--- src/hslg_pkg.sv ---
// ============================================================================
// hslg_pkg
// Shared types and constants for the hourly sample log with gap fill.
// ============================================================================
package hslg_pkg;

    localparam int LOG_DEPTH_DEFAULT = 168;
    localparam int HOUR_W            = 32;
    localparam int LEVEL_W           = 7;
    localparam int MV_W              = 16;
    localparam int GAP_W             = 12;
    localparam int OUT_COUNT_W       = 8;
    localparam logic [11:0] MAX_GAP_RESET = 12'd168;
    localparam logic [6:0]  LEVEL_MAX     = 7'd100;

    // Divider operand widths: dividend is twice a millivolt difference,
    // divisor is twice a gap of up to 4095 hours.
    localparam int DVD_W = 17;
    localparam int DVS_W = 13;

    // Mark bit positions inside an entry.
    localparam int MARK_INTERP_BIT = 0;
    localparam int MARK_LIGHT_BIT  = 1;
    localparam int MARK_DEEP_BIT   = 2;

    localparam logic MODE_RECORD = 1'b0;
    localparam logic MODE_LOOKUP = 1'b1;

    typedef struct packed {
        logic [HOUR_W-1:0]  hour;
        logic [LEVEL_W-1:0] level;
        logic [MV_W-1:0]    mv;
        logic [2:0]         marks;
    } entry_t;

    typedef struct packed {
        logic             start;
        logic [DVD_W-1:0] dividend;
        logic [DVS_W-1:0] divisor;
    } div_req_t;

    typedef struct packed {
        logic             done;
        logic [DVD_W-1:0] quotient;
        logic [DVS_W-1:0] remainder;
    } div_rsp_t;

    typedef enum logic [3:0] {
        ST_IDLE,
        ST_RD_NEWEST,
        ST_CHECK,
        ST_DIVIDE,
        ST_FILL,
        ST_APPEND,
        ST_SCAN_RD,
        ST_SCAN_CMP,
        ST_DONE
    } state_t;

endpackage

--- src/hslg_div.sv ---
// ============================================================================
// hslg_div
// Restoring unsigned divider, one quotient bit per cycle.
// ============================================================================
module hslg_div
    import hslg_pkg::*;
(
    input  logic     clk,
    input  logic     rst_n,
    input  div_req_t req,
    output div_rsp_t rsp
);

    localparam int CNT_W = $clog2(DVD_W + 1);

    logic [DVD_W-1:0] dvd_reg, dvd_next;
    logic [DVS_W-1:0] dvs_reg, dvs_next;
    logic [DVS_W-1:0] rem_reg, rem_next;
    logic [CNT_W-1:0] cnt_reg, cnt_next;
    logic             busy_reg, busy_next;
    logic             done_reg, done_next;
    logic [DVS_W:0]   trial;

    always_comb
    begin
        dvd_next  = dvd_reg;
        dvs_next  = dvs_reg;
        rem_next  = rem_reg;
        cnt_next  = cnt_reg;
        busy_next = busy_reg;
        done_next = 1'b0;
        trial     = {rem_reg, dvd_reg[DVD_W-1]};
        if (req.start)
        begin
            dvd_next  = req.dividend;
            dvs_next  = req.divisor;
            rem_next  = '0;
            cnt_next  = CNT_W'(DVD_W);
            busy_next = 1'b1;
        end
        else if (busy_reg)
        begin
            if (trial >= {1'b0, dvs_reg})
            begin
                rem_next = DVS_W'(trial - {1'b0, dvs_reg});
                dvd_next = {dvd_reg[DVD_W-2:0], 1'b1};
            end
            else
            begin
                rem_next = trial[DVS_W-1:0];
                dvd_next = {dvd_reg[DVD_W-2:0], 1'b0};
            end
            cnt_next = cnt_reg - 1'b1;
            if (cnt_reg == CNT_W'(1))
            begin
                busy_next = 1'b0;
                done_next = 1'b1;
            end
        end
    end

    always_ff @(posedge clk or negedge rst_n)
    begin
        if (!rst_n)
        begin
            busy_reg <= 1'b0;
            done_reg <= 1'b0;
            cnt_reg  <= '0;
        end
        else
        begin
            busy_reg <= busy_next;
            done_reg <= done_next;
            cnt_reg  <= cnt_next;
        end
    end

    always_ff @(posedge clk)
    begin
        dvd_reg <= dvd_next;
        dvs_reg <= dvs_next;
        rem_reg <= rem_next;
    end

    assign rsp.done      = done_reg;
    assign rsp.quotient  = dvd_reg;
    assign rsp.remainder = rem_reg;

endmodule

--- config.mk ---
export PLATFORM = sky130hd
export DESIGN_NAME = hslg_div
export DESIGN_NICKNAME = d
export VERILOG_FILES = /design/src/hslg_pkg.sv /design/src/hslg_div.sv
export SDC_FILE = /design/constraint.sdc
export NUM_CORES = 1
export LEC_CHECK = 0
export ABC_AREA = 1
export BUFFER_PORTS_ARGS = -buffer_cell sky130_fd_sc_hd__clkbuf_2
export CAP_MARGIN = 40
export CORE_UTILIZATION = 55
export DETAILED_ROUTE_END_ITERATION = 8
export GPL_TIMING_DRIVEN = 0
export PLACE_DENSITY = 0.8
export SLEW_MARGIN = 20
export SYNTH_ARGS = -nofsm -noshare
export SYNTH_HDL_FRONTEND = slang
export SYNTH_SLANG_ARGS = --single-unit
--- constraint.sdc ---
create_clock -name clk -period 2.4 [get_ports clk]
set_input_delay 0.48 -clock clk [delete_from_list [all_inputs] [get_ports clk]]
set_output_delay 0.48 -clock clk [all_outputs]
set_load 0.02 [all_outputs]
Word-level counts from Yosys, hierarchy flattened
Cells that the tools add are included.
W data, S select, Z words.
{"block": "totals", "out_inout_bits": 31, "elab_cells": 23, "regBits": 50, "in_bits": 33}
{"block": "classes", "n_addsub": 2, "reduce_logical": 1, "muxes": 12, "magnitude_cmp": 1, "eq_ne": 1}
{"operator": "$mux W17", "count": 2}
{"operator": "$ge A14 B13 Y1", "count": 1}
{"operator": "$mux W13", "count": 1}
{"operator": "$sub A13 B13 Y13", "count": 1}
{"operator": "$mux W5", "count": 2}
{"operator": "$mux W1", "count": 7}
{"operator": "$eq A5 B1 Y1 const B", "count": 1}
{"operator": "$sub A5 B1 Y5 const B", "count": 1}
{"operator": "$reduce_bool A2 Y1", "count": 1}

Longest topological paths before layout
{"block": "depth", "ltp_word": 4, "mapped_depth": 14, "mapped_depth_nobuf": 13}

Worst setup path before layout
Ideal clock, no wire load.
{"block": "synth_path", "path_kind": "register -> register", "startpoint": "reg dvd_reg[16]", "endpoint": "reg dvd_reg[0], data pin", "t_required_ns": 2.147, "path_slack_ns": 0.234, "period_less_slack_ns": 2.166, "path_stages_with_launch": 14, "n_path_buf": 1, "setup_time_ns": 0.253, "arrival_time_ns": 1.913, "path_cell_list": "edfxtp_1 -> inv_1 -> ha_1 -> inv_1 -> fa_1 -> nand2_1 -> nand2_1 -> nand3_1 -> nand2_1 -> nand2_2 -> nand3_4 -> buf_8 -> nand2_1 -> nand2_1"}
{"block": "synth_between", "elab_chain_len": 4}
{"item": "start, declared", "line": "hslg_div.sv:16", "text": "logic [DVD_W-1:0] dvd_reg, dvd_next;"}
{"item": "start signal, assigned", "line": "hslg_div.sv:80", "text": "dvd_reg <= dvd_next;"}
{"item": "$ge A14 B13 Y1", "line": "hslg_div.sv:43", "text": "if (trial >= {1'b0, dvs_reg})"}
{"item": "$mux W1", "line": "hslg_div.sv:43"}
{"item": "$mux W17", "line": "hslg_div.sv:41", "text": "else if (busy_reg)"}
{"item": "$mux W17", "line": "hslg_div.sv:33", "text": "if (req.start)"}
{"item": "named net dvd_next[0]", "line": "hslg_div.sv:16"}
The timed path passes the listed nets, and every way through them passes these cells. The select of a mux whose other input is x is not followed.
A chain may end at the register's enable or synchronous reset.

Worst setup path in the final report
Same ends and word-level chain as after synthesis.

==> summary.txt <==
Floorplan
  • Core Region: 5205 um^2
  • Starting density of the core: 57.88%
  • Die width: 76.02 um
  • # IOs: 64
  • Rows: 26
  • Die Footprint: 5778 um^2
  • Height of the die: 76.02 um

Place
  • Buffers on Ports: 63
  • Placed Instance Area: 3416 um^2
  • DP Cell Count: 522
  • Gpl congestion: 0.9193
  • Hpwl dp: 4969 um

Routing
  • DRT Pass-1 Iters: 4
  • # DRC: 0
  • Total number of vias: 2,691
  • Final ANT Viol Nets: 0
  • Initial DRC count: 111
  • Wire per inst: 12.10 um
  • Via density per instance: 5.058
  • Detailed-route wire length: 6438 um

Timing
  • Final setup vio count: 0
  • RSZ-0062 raised after global routing: false
  • Clock Skew: 0.005492 ns
  • Hold Fails Final Rpt: 0
  • Worst slew margin: 65.41%
  • Final worst path period share: 91.96%
  • Final Max Slew Viols: 0
  • Fin crit period: 2.207 ns
  • Max Fclk: 0.4531 GHz
  • Slew at the pin closest to its max-slew limit: 0.5188 ns
  • Total Neg Setup Slack: 0 ns

Global routing
  • Number of global-route vias before repair: 2,542
  • Grt ovf: 0
  • Initial antenna violation count: 0
  • Largest net degree at the start of global routing: 23
  • Global-route wire length before repair: 11,030 um
  • GRT Resource Usage Total: 23.74%

Clock network
  • Inserted Clock Buffers: 5
  • Clock Sinks: 50
  • H-tree lvl count: 2
  • Clock tree from TritonCTS: done
  • Clk buf depth: 2
  • CTS root buffer: clkbuf_8
  • Post-CTS Setup Bufs: 0
  • CTS clk-pin slew, worst paths: 0.09 ns
  • Worst skew pair latency: 0.30 ns

Setup path
  • Kind of critical path: reg -> reg
  • Critical path cell sequence: inv_1 > ha_1 > inv_1 > fa_2 > nand2_1 > nand2_1 > nand3_1 > nand2_1 > nand2_2 > nand3_4 > buf_8 > nand2_1 > nand2_1
  • Critical Path Max Stage Delay: 0.40 ns
  • Crit Path Max Fanout: 10
  • Crit path launch: dvd_reg[16]
  • CP most frequent cell: nand2_1
  • Worst setup EP type: flop
  • Startpoint types: flop
  • Critical Path Slowest Stage Cell: edfxtp_1
  • CP arrival: 2.27 ns
  • CP Buf/Inv Count: 3
  • WP data required: 2.46 ns
  • Crit Reg-Reg Startpoint: dvd_reg[16]
  • Crit-path leading delay family: simple AND/OR/NAND/NOR gates

Cells and area
  • Fin util: 67.74%
  • Area grow syn2layout: 17.03%
  • Diode count: 0
  • Layout cells sized above 1: 23.38%
  • Max reg flops: 17
  • Post-Layout Cell Count: 532
  • Cell area after layout: 3526 um^2
  • NumNets Final: 510

Logic synthesis
  • Ys Warns: 0
  • Fraction of the yosys area taken by sequential cells: 44.35%
  • Synth Flop Type: edfxtp_1
  • Syn Inst Count: 389
  • Post-synth ARST share: 14.00%
  • Syn Area/Cell: 7.745 um^2
  • Synth Register Bits: 50
  • Area contributors post-synth: edfxtp_1 (30%), nand2_1 (17%), dfxtp_1 (8.6%), inv_1 (7.2%), ha_1 (6.2%)
  • Post-synth top area share: 29.90%
  • Synthesized net count: 438
  • Post-synth EDFFs: 30
  • Count of different cell masters after synthesis: 32
  • Synth top cells by count: nand2_1 (138), inv_1 (58), edfxtp_1 (30)
  • Cell taking the most area after synthesis: edfxtp_1
  • Most common cell in the netlist: nand2_1
  • Mapped cell area: 3013 um^2

Worst hold path
  • Worst min-delay path class: in -> reg
  • Min-delay src: req[0]

Power and ir drop
  • LEAKAGE: 0.001917 uW
  • Worst VDD drop: 0.0005442 V
  • Pwr Density: 1082 nW/um^2

Outcome
  • Status: finished, final reports clean

Flow run
  • Max-cap violations: 0
-- cells in the final DEF, fill, tap and decap left out, drive strengths merged --
cell type    instances
nand3               31
o21ai                8
a21oi                7
ha                  15
inv                 68
nand2              145
xor2                 3
fa                   1
dfxtp               13
clkbuf              75
edfxtp              30
dlygate4sd3          1
and3                 1
nor2                21
buf                  7
nand4               19
dfrtp                7
nor3                 1
clkinvlp             1
clkinv               4
xnor2                3
o22ai                1
-- worst reg2reg max path, stage by stage (launching register included) --
cell and delay [ns]:
edfxtp_1 0.40, inv_1 0.11, ha_1 0.16, inv_1 0.07, fa_2 0.38, nand2_1 0.08
nand2_1 0.05, nand3_1 0.06, nand2_1 0.09, nand2_2 0.12, nand3_4 0.12, buf_8 0.18
nand2_1 0.06, nand2_1 0.07
-- stage by stage --
| stage | power, uW | hold WS, ns | setup WS, ns |
|---|---|---|---|
| finish | 3815 | 0.3459 | 0.1931 |
| global route | 4130 | 0.3304 | 0.05320 |
| CTS | 3807 | 0.3425 | 0.1266 |
| detailed placement | 3324 | 0.3269 | 0.1330 |
| global placement | 3276 | 0.3242 | 0.1578 |
| floorplan | 2811 | 0.1844 | 0.2336 |
-- area by class of cell --
type / instances / area (um^2)
inverter: 72 / 270.3
fill: 468 / 1679
clock buffer: 7 / 76.32
buffer: 11 / 67.56
sequential: 50 / 1336
clock inverter: 1 / 7.507
multi-input combinational: 256 / 1344
timing repair buffer: 65 / 336.6
tap: 70 / 87.58
-- routing by layer --
layer,global-route usage (%),part of all wire [%],vias to the layer above
met2,40.91,47,65
met5,0,0,-
li1,-,-,1371
met3,4.072,4.7,7
met1,30.33,47,1248
met4,7.885,1.3,0
-- logic make-up after synthesis --
kind of cell | synth area share, %
simple gates | 32.68
fa+ha+maj | 6.894
flops | 44.35
xor+xnor | 1.745
compound gates | 3.198
buf+inv | 11.13
-- timing repair --
action | 4_1_cts | 5_1_grt
setup endpoints to repair | 0 | 7
hold endpoints to repair | 7 | 0
resized for setup | 0 | 2
hold buffers | 1 | 0
-- final timing paths --
kind                       depth (start not counted)  slack [ns]    endpoint
setup / recovery                                  13        0.19  dvd_reg[0]
hold / removal                                     1        0.35  dvs_reg[0]
setup reg to reg                                  13        0.19  dvd_reg[0]
hold reg to reg                                    2        0.49  rem_reg[8]
max in group asynchronous                          2        1.70  cnt_reg[1]
min in group asynchronous                          2        0.53  cnt_reg[0]
-- where the power goes --
| part | total (uW) | switching [uW] | internal [uW] |
|---|---|---|---|
| Combinational | 2070 | 1330 | 743 |
| Clock | 478 | 272 | 207 |
| Sequential | 1260 | 150 | 1110 |
Note: power is estimated with default switching activity, not from simulation.
